[config.mk]
export PLATFORM = sky130hd
export DESIGN_NAME = tftp_receive_controller_flat
export DESIGN_NICKNAME = d
export VERILOG_FILES = /design/src/rtl/tftp_rx_pkg.sv /design/src/rtl/tftp_rx_in_if.sv /design/src/rtl/tftp_rx_out_if.sv /design/src/rtl/tftp_rx_front.sv /design/src/rtl/tftp_rx_queue.sv /design/src/rtl/tftp_rx_back.sv /design/src/rtl/tftp_receive_controller.sv /design/src/flat_wrapper.sv
export SDC_FILE = /design/constraint.sdc
export NUM_CORES = 1
export LEC_CHECK = 0
export ABC_AREA = 1
export BUFFER_PORTS_ARGS = -buffer_cell sky130_fd_sc_hd__buf_2
export CORE_MARGIN = 4
export CORE_UTILIZATION = 60
export DETAILED_ROUTE_END_ITERATION = 8
export GPL_TIMING_DRIVEN = 0
export HOLD_SLACK_MARGIN = 0.15
export MAX_ROUTING_LAYER = met4
export PLACE_DENSITY = 0.82
export SKIP_CTS_REPAIR_TIMING = 1
export SLEW_MARGIN = 20
export SYNTH_ARGS = -nofsm -noshare
export SYNTH_HDL_FRONTEND = slang
export SYNTH_SLANG_ARGS = --single-unit
export TNS_END_PERCENT = 30
[constraint.sdc]
create_clock -name clk -period 9.1 [get_ports clk]
set_input_delay 1.365 -clock clk [delete_from_list [all_inputs] [get_ports clk]]
set_output_delay 1.365 -clock clk [all_outputs]
set_load 0.05 [all_outputs]
[src/rtl/tftp_rx_pkg.sv]
// Shared types and constants for the TFTP read-transfer receive controller.
// No dependencies; every other file in rtl imports this package.
package tftp_rx_pkg;

  localparam int BLOCK_SIZE = 512;
  localparam int BLK_SHIFT  = $clog2(BLOCK_SIZE);
  localparam int BLK_W      = 16;
  localparam int LEN_W      = 10;
  localparam int OFF_W      = BLK_W + BLK_SHIFT;
  localparam int ADDR_W     = 32;
  localparam int FSIZE_W    = 25;
  localparam int RETRY_W    = 8;
  localparam int TICK_W     = 16;
  localparam int CFG_IDX_W  = 2;
  localparam int CFG_DATA_W = 32;

  localparam int FIFO_DEPTH = 4;
  localparam int FIFO_AW    = $clog2(FIFO_DEPTH);

  localparam logic [15:0] OPC_DATA = 16'd3;

  localparam logic [CFG_IDX_W-1:0] CFG_LOAD_ADDRESS  = 2'd0;
  localparam logic [CFG_IDX_W-1:0] CFG_MAX_RETRIES   = 2'd1;
  localparam logic [CFG_IDX_W-1:0] CFG_TIMEOUT_TICKS = 2'd2;

  localparam logic [ADDR_W-1:0]  LOAD_ADDRESS_RST  = 32'd0;
  localparam logic [RETRY_W-1:0] MAX_RETRIES_RST   = 8'd5;
  localparam logic [TICK_W-1:0]  TIMEOUT_TICKS_RST = 16'd5000;

  typedef enum logic [1:0] {
    OP_START  = 2'd0,
    OP_PACKET = 2'd1,
    OP_TICK   = 2'd2,
    OP_UNUSED = 2'd3
  } op_t;

  typedef enum logic [2:0] {
    PH_IDLE   = 3'd0,
    PH_RRQ    = 3'd1,
    PH_ACK    = 3'd2,
    PH_DONE   = 3'd3,
    PH_FAILED = 3'd4
  } phase_t;

  typedef enum logic [2:0] {
    ST_OK          = 3'd0,
    ST_NOT_DATA    = 3'd1,
    ST_BAD_BLOCK   = 3'd2,
    ST_NOT_ACTIVE  = 3'd3,
    ST_RETRY_LIMIT = 3'd4
  } status_t;

  typedef enum logic [2:0] {
    CMD_START,
    CMD_DATA,
    CMD_OTHER_PKT,
    CMD_TICK,
    CMD_NOP
  } cmd_kind_t;

  typedef struct packed {
    cmd_kind_t          kind;
    logic [BLK_W-1:0]   blk;
    logic [OFF_W-1:0]   off;
    logic [LEN_W-1:0]   len;
    logic               last;
  } cmd_t;

  typedef struct packed {
    logic [ADDR_W-1:0]  load_address;
    logic [RETRY_W-1:0] max_retries;
    logic [TICK_W-1:0]  timeout_ticks;
  } cfg_t;

  typedef struct packed {
    logic               rrq_send;
    logic               ack_send;
    logic [BLK_W-1:0]   ack_block;
    logic               write_enable;
    logic [ADDR_W-1:0]  write_address;
    logic [LEN_W-1:0]   write_length;
    logic               done_res;
    logic               failed;
    logic [FSIZE_W-1:0] rx_bytes;
    status_t            status;
  } res_t;

endpackage

[src/rtl/tftp_rx_in_if.sv]
// Input channel: start commands, packet headers and millisecond ticks.
// Depends on tftp_rx_pkg for field widths.
interface tftp_rx_in_if
  import tftp_rx_pkg::*;
();
  logic              valid;
  logic              ready;
  logic [1:0]        op;
  logic [15:0]       pkt_opcode;
  logic [BLK_W-1:0]  pkt_block;
  logic [LEN_W-1:0]  payload_length;

  modport source (output valid, op, pkt_opcode, pkt_block, payload_length, input ready);
  modport sink   (input valid, op, pkt_opcode, pkt_block, payload_length, output ready);
endinterface

[src/rtl/tftp_rx_out_if.sv]
// Result channel: send requests, payload store commands and transfer status.
// Depends on tftp_rx_pkg for field widths.
interface tftp_rx_out_if
  import tftp_rx_pkg::*;
();
  logic               valid;
  logic               ready;
  logic               rrq_send;
  logic               ack_send;
  logic [BLK_W-1:0]   ack_block;
  logic               write_enable;
  logic [ADDR_W-1:0]  write_address;
  logic [LEN_W-1:0]   write_length;
  logic               done_res;
  logic               failed;
  logic [FSIZE_W-1:0] rx_bytes;
  logic [2:0]         status;

  modport source (output valid, rrq_send, ack_send, ack_block, write_enable, write_address,
                  write_length, done_res, failed, rx_bytes, status, input ready);
  modport sink   (input valid, rrq_send, ack_send, ack_block, write_enable, write_address,
                  write_length, done_res, failed, rx_bytes, status, output ready);
endinterface

[src/rtl/tftp_rx_front.sv]
// Front end: accepts input beats and classifies them into queue commands.
// Depends on tftp_rx_pkg and tftp_rx_in_if.
module tftp_rx_front
  import tftp_rx_pkg::*;
(
  tftp_rx_in_if.sink cmd,
  input  logic       q_full,
  output logic       q_push,
  output cmd_t       q_data
);

  logic [BLK_W-1:0] idx;
  logic [LEN_W-1:0] len_clamped;

  assign cmd.ready = !q_full;
  assign q_push    = cmd.valid && !q_full;
  assign idx       = cmd.pkt_block - 16'd1;

  always_comb begin
    if (32'(cmd.payload_length) > 32'(BLOCK_SIZE)) begin
      len_clamped = LEN_W'(BLOCK_SIZE);
    end else begin
      len_clamped = cmd.payload_length;
    end
  end

  always_comb begin
    q_data.blk  = cmd.pkt_block;
    q_data.off  = {idx, {BLK_SHIFT{1'b0}}};
    q_data.len  = len_clamped;
    q_data.last = 32'(len_clamped) < 32'(BLOCK_SIZE);
    unique case (op_t'(cmd.op))
      OP_START:  q_data.kind = CMD_START;
      OP_PACKET: q_data.kind = (cmd.pkt_opcode == OPC_DATA) ? CMD_DATA : CMD_OTHER_PKT;
      OP_TICK:   q_data.kind = CMD_TICK;
      OP_UNUSED: q_data.kind = CMD_NOP;
    endcase
  end

endmodule

[src/rtl/tftp_rx_queue.sv]
// Short command queue between the front end and the transfer engine.
// Depends on tftp_rx_pkg for the command type and depth.
module tftp_rx_queue
  import tftp_rx_pkg::*;
(
  input  logic clk,
  input  logic rst,
  input  logic push,
  input  cmd_t push_data,
  output logic full,
  input  logic pop,
  output logic head_valid,
  output cmd_t head
);

  cmd_t               mem [FIFO_DEPTH];
  logic [FIFO_AW-1:0] wr_ptr;
  logic [FIFO_AW-1:0] rd_ptr;
  logic [FIFO_AW:0]   count;

  assign full       = count == (FIFO_AW+1)'(FIFO_DEPTH);
  assign head_valid = count != '0;
  assign head       = mem[rd_ptr];

  always_ff @(posedge clk) begin
    if (push) begin
      mem[wr_ptr] <= push_data;
    end
  end

  always_ff @(posedge clk) begin
    if (rst) begin
      wr_ptr <= '0;
      rd_ptr <= '0;
      count  <= '0;
    end else begin
      if (push) begin
        wr_ptr <= wr_ptr + 1'b1;
      end
      if (pop) begin
        rd_ptr <= rd_ptr + 1'b1;
      end
      if (push && !pop) begin
        count <= count + 1'b1;
      end else if (pop && !push) begin
        count <= count - 1'b1;
      end
    end
  end

endmodule

[src/rtl/tftp_rx_back.sv]
// Transfer engine: holds the transfer state and registers one result per command.
// Depends on tftp_rx_pkg and tftp_rx_out_if.
module tftp_rx_back
  import tftp_rx_pkg::*;
(
  input  logic           clk,
  input  logic           rst,
  input  cfg_t           cfg,
  input  logic           head_valid,
  input  cmd_t           head,
  output logic           pop,
  tftp_rx_out_if.source  res
);

  phase_t             phase;
  phase_t             phase_next;
  logic [BLK_W-1:0]   expected_block;
  logic [BLK_W-1:0]   expected_block_next;
  logic [RETRY_W-1:0] retry_count;
  logic [RETRY_W-1:0] retry_count_next;
  logic [TICK_W-1:0]  elapsed_ticks;
  logic [TICK_W-1:0]  elapsed_ticks_next;
  res_t               r;
  logic               take;
  logic               active;
  logic               blk_ok;
  logic               timeout;
  logic               exhausted;

  assign take      = head_valid && (!res.valid || res.ready);
  assign pop       = take;
  assign active    = (phase == PH_RRQ) || (phase == PH_ACK);
  assign blk_ok    = head.blk == (expected_block + 16'd1);
  assign timeout   = elapsed_ticks >= cfg.timeout_ticks;
  assign exhausted = retry_count >= cfg.max_retries;

  always_comb begin
    phase_next = phase;
    if (take) begin
      unique case (head.kind)
        CMD_START: phase_next = PH_RRQ;
        CMD_DATA: begin
          if (active && blk_ok) begin
            phase_next = head.last ? PH_DONE : PH_ACK;
          end
        end
        CMD_TICK: begin
          if (active && timeout && exhausted) begin
            phase_next = PH_FAILED;
          end
        end
        CMD_OTHER_PKT, CMD_NOP: phase_next = phase;
      endcase
    end
  end

  always_comb begin
    r                   = '0;
    r.status            = ST_OK;
    expected_block_next = expected_block;
    retry_count_next    = retry_count;
    elapsed_ticks_next  = elapsed_ticks;
    unique case (head.kind)
      CMD_START: begin
        expected_block_next = '0;
        retry_count_next    = '0;
        elapsed_ticks_next  = '0;
        r.rrq_send          = 1'b1;
      end
      CMD_OTHER_PKT: begin
        r.status = active ? ST_NOT_DATA : ST_NOT_ACTIVE;
      end
      CMD_DATA: begin
        if (!active) begin
          r.status = ST_NOT_ACTIVE;
        end else if (!blk_ok) begin
          r.status = ST_BAD_BLOCK;
        end else begin
          r.write_enable      = 1'b1;
          r.write_address     = cfg.load_address + ADDR_W'(head.off);
          r.write_length      = head.len;
          r.ack_send          = 1'b1;
          r.ack_block         = head.blk;
          expected_block_next = head.blk;
          elapsed_ticks_next  = '0;
          if (head.last) begin
            r.done_res = 1'b1;
            r.rx_bytes = FSIZE_W'(32'(head.off) + 32'(head.len));
          end
        end
      end
      CMD_TICK: begin
        if (!active) begin
          r.status = ST_NOT_ACTIVE;
        end else if (timeout) begin
          elapsed_ticks_next = '0;
          if (exhausted) begin
            r.failed = 1'b1;
            r.status = ST_RETRY_LIMIT;
          end else begin
            retry_count_next = retry_count + 1'b1;
            if (phase == PH_RRQ) begin
              r.rrq_send = 1'b1;
            end else begin
              r.ack_send  = 1'b1;
              r.ack_block = expected_block;
            end
          end
        end else begin
          elapsed_ticks_next = elapsed_ticks + 1'b1;
        end
      end
      CMD_NOP: r.status = ST_OK;
    endcase
  end

  always_ff @(posedge clk) begin
    if (rst) begin
      phase          <= PH_IDLE;
      expected_block <= '0;
      retry_count    <= '0;
      elapsed_ticks  <= '0;
      res.valid      <= 1'b0;
    end else begin
      phase <= phase_next;
      if (take) begin
        expected_block <= expected_block_next;
        retry_count    <= retry_count_next;
        elapsed_ticks  <= elapsed_ticks_next;
        res.valid      <= 1'b1;
      end else if (res.ready) begin
        res.valid <= 1'b0;
      end
    end
  end

  always_ff @(posedge clk) begin
    if (take) begin
      res.rrq_send      <= r.rrq_send;
      res.ack_send      <= r.ack_send;
      res.ack_block     <= r.ack_block;
      res.write_enable  <= r.write_enable;
      res.write_address <= r.write_address;
      res.write_length  <= r.write_length;
      res.done_res      <= r.done_res;
      res.failed        <= r.failed;
      res.rx_bytes      <= r.rx_bytes;
      res.status        <= r.status;
    end
  end

endmodule

[src/rtl/tftp_receive_controller.sv]
// Channel  | Dir | Beat contents
// cmd      | in  | op, pkt_opcode, pkt_block, payload_length
// res      | out | send requests, store address and length, done, failed, size, status
// cfg      | in  | write enable, register index, 32-bit write data
//
// One result per input beat; a beat that finds the queue and output register free
// passes through a queue entry and then the output register before it is offered on
// res, and one beat per cycle is sustained while res is ready.
// The four-entry command queue absorbs stalls on res before cmd ready drops.
// Reset is synchronous and clears the queue, transfer state and registers to defaults.
// Top level of the TFTP read-transfer receive controller.
// Depends on tftp_rx_pkg, both channel interfaces, front, queue and back.
module tftp_receive_controller
  import tftp_rx_pkg::*;
(
  input  logic                  clk,
  input  logic                  rst,
  input  logic                  cfg_we,
  input  logic [CFG_IDX_W-1:0]  cfg_index,
  input  logic [CFG_DATA_W-1:0] cfg_data,
  tftp_rx_in_if.sink            cmd,
  tftp_rx_out_if.source         res
);

  cfg_t cfg;
  logic q_full;
  logic q_push;
  cmd_t q_data;
  logic q_pop;
  logic head_valid;
  cmd_t head;

  always_ff @(posedge clk) begin
    if (rst) begin
      cfg.load_address  <= LOAD_ADDRESS_RST;
      cfg.max_retries   <= MAX_RETRIES_RST;
      cfg.timeout_ticks <= TIMEOUT_TICKS_RST;
    end else if (cfg_we) begin
      if (cfg_index == CFG_LOAD_ADDRESS) begin
        cfg.load_address <= cfg_data;
      end
      if (cfg_index == CFG_MAX_RETRIES) begin
        cfg.max_retries <= cfg_data[RETRY_W-1:0];
      end
      if (cfg_index == CFG_TIMEOUT_TICKS) begin
        cfg.timeout_ticks <= cfg_data[TICK_W-1:0];
      end
    end
  end

  tftp_rx_front u_front (
    .cmd    (cmd),
    .q_full (q_full),
    .q_push (q_push),
    .q_data (q_data)
  );

  tftp_rx_queue u_queue (
    .clk        (clk),
    .rst        (rst),
    .push       (q_push),
    .push_data  (q_data),
    .full       (q_full),
    .pop        (q_pop),
    .head_valid (head_valid),
    .head       (head)
  );

  tftp_rx_back u_back (
    .clk        (clk),
    .rst        (rst),
    .cfg        (cfg),
    .head_valid (head_valid),
    .head       (head),
    .pop        (q_pop),
    .res        (res)
  );

endmodule

[src/flat_wrapper.sv]
// flat-port wrapper written by rule: the top's interface ports become plain ports
module tftp_receive_controller_flat import tftp_rx_pkg::*;
  (clk, rst, cfg_we, cfg_index, cfg_data, cmd_valid, cmd_op, cmd_pkt_opcode, cmd_pkt_block, cmd_payload_length, cmd_ready, res_valid, res_rrq_send, res_ack_send, res_ack_block, res_write_enable, res_write_address, res_write_length, res_done_res, res_failed, res_rx_bytes, res_status, res_ready);
  tftp_rx_in_if cmd_i ();
  tftp_rx_out_if res_i ();
  input  logic clk;
  input  logic rst;
  input  logic cfg_we;
  input  logic [CFG_IDX_W-1:0] cfg_index;
  input  logic [CFG_DATA_W-1:0] cfg_data;
  input wire logic [$bits(cmd_i.valid)-1:0] cmd_valid;
  input wire logic [$bits(cmd_i.op)-1:0] cmd_op;
  input wire logic [$bits(cmd_i.pkt_opcode)-1:0] cmd_pkt_opcode;
  input wire logic [$bits(cmd_i.pkt_block)-1:0] cmd_pkt_block;
  input wire logic [$bits(cmd_i.payload_length)-1:0] cmd_payload_length;
  output wire logic [$bits(cmd_i.ready)-1:0] cmd_ready;
  output wire logic [$bits(res_i.valid)-1:0] res_valid;
  output wire logic [$bits(res_i.rrq_send)-1:0] res_rrq_send;
  output wire logic [$bits(res_i.ack_send)-1:0] res_ack_send;
  output wire logic [$bits(res_i.ack_block)-1:0] res_ack_block;
  output wire logic [$bits(res_i.write_enable)-1:0] res_write_enable;
  output wire logic [$bits(res_i.write_address)-1:0] res_write_address;
  output wire logic [$bits(res_i.write_length)-1:0] res_write_length;
  output wire logic [$bits(res_i.done_res)-1:0] res_done_res;
  output wire logic [$bits(res_i.failed)-1:0] res_failed;
  output wire logic [$bits(res_i.rx_bytes)-1:0] res_rx_bytes;
  output wire logic [$bits(res_i.status)-1:0] res_status;
  input wire logic [$bits(res_i.ready)-1:0] res_ready;
  assign cmd_i.valid = cmd_valid;
  assign cmd_i.op = cmd_op;
  assign cmd_i.pkt_opcode = cmd_pkt_opcode;
  assign cmd_i.pkt_block = cmd_pkt_block;
  assign cmd_i.payload_length = cmd_payload_length;
  assign cmd_ready = cmd_i.ready;
  assign res_valid = res_i.valid;
  assign res_rrq_send = res_i.rrq_send;
  assign res_ack_send = res_i.ack_send;
  assign res_ack_block = res_i.ack_block;
  assign res_write_enable = res_i.write_enable;
  assign res_write_address = res_i.write_address;
  assign res_write_length = res_i.write_length;
  assign res_done_res = res_i.done_res;
  assign res_failed = res_i.failed;
  assign res_rx_bytes = res_i.rx_bytes;
  assign res_status = res_i.status;
  assign res_i.ready = res_ready;
  tftp_receive_controller u_core (.clk(clk), .rst(rst), .cfg_we(cfg_we), .cfg_index(cfg_index), .cfg_data(cfg_data), .cmd(cmd_i), .res(res_i));
endmodule
Word-level counts from Yosys, hierarchy flattened
Memories as Yosys holds them, arrays and structs flattened. A register that Yosys moved wholly into a read port is not among the register bits.
Cells that the tools add are included.
{ "word_totals": {"word_cells": 137, "regBits": 198, "in_bits": 83, "n_memories": 1, "ram_bits": 184, "output_inout_bits": 93} }
{ "op_classes": {"addsub": 10, "n_bitwise": 1, "n_eq_ne": 21, "reduce_logical": 34, "mux": 45, "magnitude_cmp": 4} }
{ "mem_list": {"columns": ["memory", "words", "width", "rd", "rd_clocked_by_memory_dff", "write_ports", "line", "rtl"], "rows": [
  ["u_core.u_queue.mem", 4, 46, 1, 1, 1, "tftp_rx_queue.sv:16", "cmd_t mem [FIFO_DEPTH];"]
]} }
{ "op_table": {"columns": ["cell", "n"], "rows": [
  ["two-way mux 61 bit", 2],
  ["two-way mux 16 bit", 6],
  ["two-way mux 18 bit", 3],
  ["case mux 16 bit (3 select lines)", 1],
  ["case mux 17 bit (2 select lines)", 1],
  ["adder 16 x 1 -> 16 bit, second input constant", 2],
  ["adder 32 x 25 -> 32 bit", 1],
  ["case mux 16 bit (2 select lines)", 1],
  ["adder 25 x 10 -> 25 bit", 1],
  ["two-way mux 8 bit", 3],
  ["two-way mux 3 bit", 7],
  ["case mux 3 bit (3 select lines)", 2],
  ["two-way mux 17 bit", 1],
  ["equality test 16 bit", 1],
  ["equality test 16 x 2 -> 1 bit, second input constant", 1],
  ["greater-or-equal comparator 16 bit", 1],
  ["case mux 8 bit (2 select lines)", 1],
  ["subtractor 16 x 1 -> 16 bit, second input constant", 1],
  ["inequality test 2 bit, second input constant", 7],
  ["two-way mux 2 bit", 6],
  ["case mux 3 bit (4 select lines)", 1],
  ["AND reduction 4 bit", 3],
  ["greater-than comparator 10 bit, second input constant", 1],
  ["less-than comparator 10 bit, second input constant", 1],
  ["other kinds (25)", 60]
]} }

Longest topological paths before layout
{ "depth": {"depth_word": 7, "mapped_depth": 22, "mapped_depth_nobuf": 18} }

Hierarchy
Synthesis repeated with hierarchy kept, for this count alone.
{ "hier_totals": {"cells_unflattened": 2342, "area_unflattened_um2": 21175.3} }
{ "modules_own_cells": {"columns": ["mod", "area_per_inst_um2", "cells_each", "seq_area_each_um2", "n_inst"], "rows": [
  ["tftp_rx_back", 9341.5, 1239, 3613.5, 1],
  ["tftp_rx_queue", 8599.5, 591, 6786.5, 1],
  ["tftp_receive_controller", 2392.3, 353, 1121.1, 1],
  ["tftp_rx_front", 842.1, 159, 0.0, 1]
]} }

Worst setup path before layout
No wires, ideal clock.
{ "synth_path": {"kind": "input -> register", "startpoint": "input res_ready", "endpoint": "register u_core.u_back.res.ack_block[0], enable pin", "setup_time_ns": 0.491, "required_time_ns": 8.609, "arrival_ns": 4.471, "path_stages": 3, "setup_slack_ns": 4.138, "path_cell_list": "nor2_1 -> a31oi_2 -> clkbuf_1"} }
{ "synth_between": {"elab_chain_len": 2} }
{ "synth_rtl": {"columns": ["item", "line", "rtl"], "rows": [
  ["start: declaration", "flat_wrapper.sv:28", "input wire logic [$bits(res_i.ready)-1:0] res_ready;"],
  ["logical OR 1 bit", "tftp_rx_back.sv:30", "assign take = head_valid && (!res.valid || res.ready);"],
  ["logical AND 1 bit", "tftp_rx_back.sv:30", null],
  ["via u_core.q_pop", "tftp_receive_controller.sv:29", "logic q_pop;"],
  ["end: declaration", "tftp_rx_out_if.sv:19", "modport source (output valid, rrq_send, ack_send, ack_block, write_enable, write_address,"]
]} }
The timed path passes the listed nets, and every way through them passes these cells.
A chain may end at the register's enable or synchronous reset.

==> impl_metrics.json <==
{
  "outcome": "completed",
  "crit_type": "flop to flop",
  "crit_required_ns": 9.40,
  "fin_skew_ns": 0.0202,
  "report.final.slew_viol_count": 0,
  "period_needed_ns": 4.83,
  "firstDrtPassIters": 6,
  "netlist_top_cells_area": "edfxtp_1 (46%), dfxtp_1 (12%), nand2_1 (7.7%)",
  "min_period_over_period_pct": 53.1,
  "yosys.area.top_type": "edfxtp_1",
  "synthArstFlopShare_pct": 0,
  "grt_pass1_wl_um": 72900,
  "port_buffers": 175,
  "final-hold-violation-count": 0,
  "gp_congestion": 0.949,
  "area_growth_pct": 16.3,
  "start_kind": "flop",
  "max_freq_ghz": 0.207,
  "synth_edf_count": 275,
  "clk_path_buf_depth": 3,
  "die_h_um": 182,
  "total_power_mw": 7.16,
  "routedLengthMet1_um": 18800,
  "grt_max_degree": 57,
  "core_um2": 29700,
  "synth.most_common_cell": "nand2_1",
  "die_x_um": 182,
  "slew_headroom_pct": 38.4,
  "drc_errors": 0,
  "top_layer": "met4",
  "met3_length_um": 3880,
  "dpl.hpwl_um": 33700,
  "htreeDepth": 2,
  "ios": 176,
  "fill_cells": 2159,
  "synth_area_um2": 18100,
  "numClockSinks": 384,
  "ant_nets": 0,
  "ys_dominant_reg_cell": "edfxtp_1",
  "synth.avg_cell_area_um2": 9.27,
  "arrival_ns": 5.13,
  "multi_input_area_um2": 6530,
  "seq_area_um2": 10400,
  "cts_buffers": 40,
  "start_util_pct": 61.0,
  "worst-path-max-fanout": 10,
  "drt_iter0_drc": 1562,
  "syn_inst": 1955,
  "yosys_register_bits": 384,
  "tightest_slew_ns": 0.925,
  "wl_um": 46400,
  "yosysWarningCount": 0,
  "rsz0062_at_grt": "no",
  "synth_common_cells": "nand2_1 (370), nor2_1 (309), edfxtp_1 (275), inv_1 (195), o21ai_0 (136)",
  "fin_setup_tns_ns": 0,
  "placedInstanceArea_um2": 19700,
  "rows": 63,
  "clkTransAtPathRegs_ns": 0.07,
  "syn-num-nets": 2091,
  "grt_overflow": 0,
  "setup-violations-final": 0,
  "worstSkewPairLatency_ns": 0.54,
  "grt_use_total_pct": 28.2,
  "antenna_found_initial": 1,
  "ys_seq_area_share_pct": 57.6,
  "synth_cell_type_count": 55,
  "vias": 14900,
  "final_area_um2": 21100,
  "post-route-util_pct": 70.9,
  "via_per_inst": 5.70,
  "ir_drop_mv": 0.168,
  "wl_met2_um": 22400,
  "synth_top_area_share_pct": 45.6,
  "drive_gt1_share_pct": 15.2,
  "final_nets": 2317,
  "leakage_nw": 8.81,
  "grt_pass1_vias": 14100,
  "p_per_area_nw_per_um2": 340,
  "hold_class": "flop to flop",
  "cts_tree": "yes",
  "maxCapViolCount": 0,
  "end_kind": "flop",
  "wl_per_cell_um": 17.8,
  "root_buffer": "clkbuf_16",
  "die_area_um2": 33100
}
registers in the layout, indices dropped and copies added, names as in the netlist, 3 cells and up, named ones only:
name,count
u_core.cfg,56
u_core.u_back.retry_count,8
u_core.u_back.phase,3
u_core.u_back.res.write_length,10
u_core.u_back.res.ack_block,16
u_core.u_back.expected_block,16
u_core.u_queue.mem,184
u_core.u_back.elapsed_ticks,16
u_core.u_queue.count,3
u_core.u_back.res.write_address,32
u_core.u_back.res.status,3
u_core.u_back.res.rx_bytes,25
layer usage:
metal / GRT usage, % / vias up
met3: 4.53 / 120
met4: 9.25 / 0
met1: 36.1 / 6978
met5: - / -
li1: - / 7063
met2: 46.2 / 689
power by group:
| part | internal, mW | switching (mW) |
|---|---|---|
| combinational | 0.769 | 2.27 |
| sequential | 2.31 | 0.155 |
| clock | 0.984 | 0.675 |
worst max-delay path, stage by stage (launching register included):
cell,delay [ns]
dfxtp_1,0.31
buf_6,0.13
inv_4,0.09
buf_6,0.15
buf_6,0.15
buf_2,0.22
buf_2,0.26
buf_1,0.47
o21ai_0,0.15
o22ai_1,0.43
ha_1,0.35
fa_1,0.24
nand3_1,0.08
nand2_1,0.12
a21oi_1,0.14
o21ai_0,0.38
a21oi_1,0.21
o21ai_0,0.31
nand2_1,0.08
o21ai_0,0.11
nand2_1,0.07
inv_1,0.06
nor2_1,0.03
final timing paths:
| check | end | cells past startpoint | startpoint | slack (ns) |
|---|---|---|---|---|
| max | u_core.u_back.res.write_address[27] | 22 | flop | 4.27 |
| min | u_core.cfg[26] | 2 | u_core.cfg[26] | 0.46 |
| max reg2reg | u_core.u_back.res.write_address[27] | 22 | flop | 4.27 |
| min reg2reg | u_core.cfg[26] | 2 | u_core.cfg[26] | 0.46 |
layout make-up:
cell class	instances	area share, %
flip-flops and latches	384	49.5
well taps	390	2.32
clock inverters	26	1.39
repair buffers	184	5.08
multi-input cells	1292	31.0
clock buffers	48	5.03
inverters	204	3.65
plain buffers	75	1.99
diodes	1	0.0119
cell families after synthesis:
family | Yosys count | share of synthesized area, %
adder cells (fa/ha/maj) | 53 | 3.74
AO/OA/AOI/OAI | 304 | 9.17
AND/OR/NAND/NOR | 900 | 21.3
XOR/XNOR | 35 | 1.69
buffers and inverters | 279 | 6.54
flip-flops | 384 | 57.6
cells in the final DEF (no fill, tap or decap), types with 10 or more instances in the layout:
master / synthesis / final
o22ai_1: 23 / 23
nand3_1: 98 / 98
nor2_1: 309 / 305
buf_2: 21 / 196
inv_1: 195 / 195
clkbuf_1: 34 / 38
nor3_1: 24 / 24
dfxtp_1: 109 / 109
ha_1: 51 / 51
nand2_1: 370 / 370
o21ai_0: 136 / 136
xor2_1: 26 / 26
a21oi_1: 101 / 101
o21ai_1: 11 / 11
nand4_1: 42 / 42
clkbuf_16: 0 / 40
buf_6: 10 / 10
edfxtp_1: 275 / 275
nor2_2: 12 / 12
stage by stage:
| stage | setup WS [ns] | hold WS (ns) | std cells |
|---|---|---|---|
| 3_3_place_gp | 2.95 | 0.439 | 2520 |
| 5_1_grt | 3.83 | 0.483 | 2604 |
| 4_1_cts | 4.36 | 0.460 | 2603 |
| 6_report | 4.27 | 0.457 | 2604 |
| 3_5_place_dp | 4.36 | 0.450 | 2529 |
| 2_1_floorplan | 4.14 | 0.430 | 1955 |
Note: power is estimated with default switching activity, not from simulation.
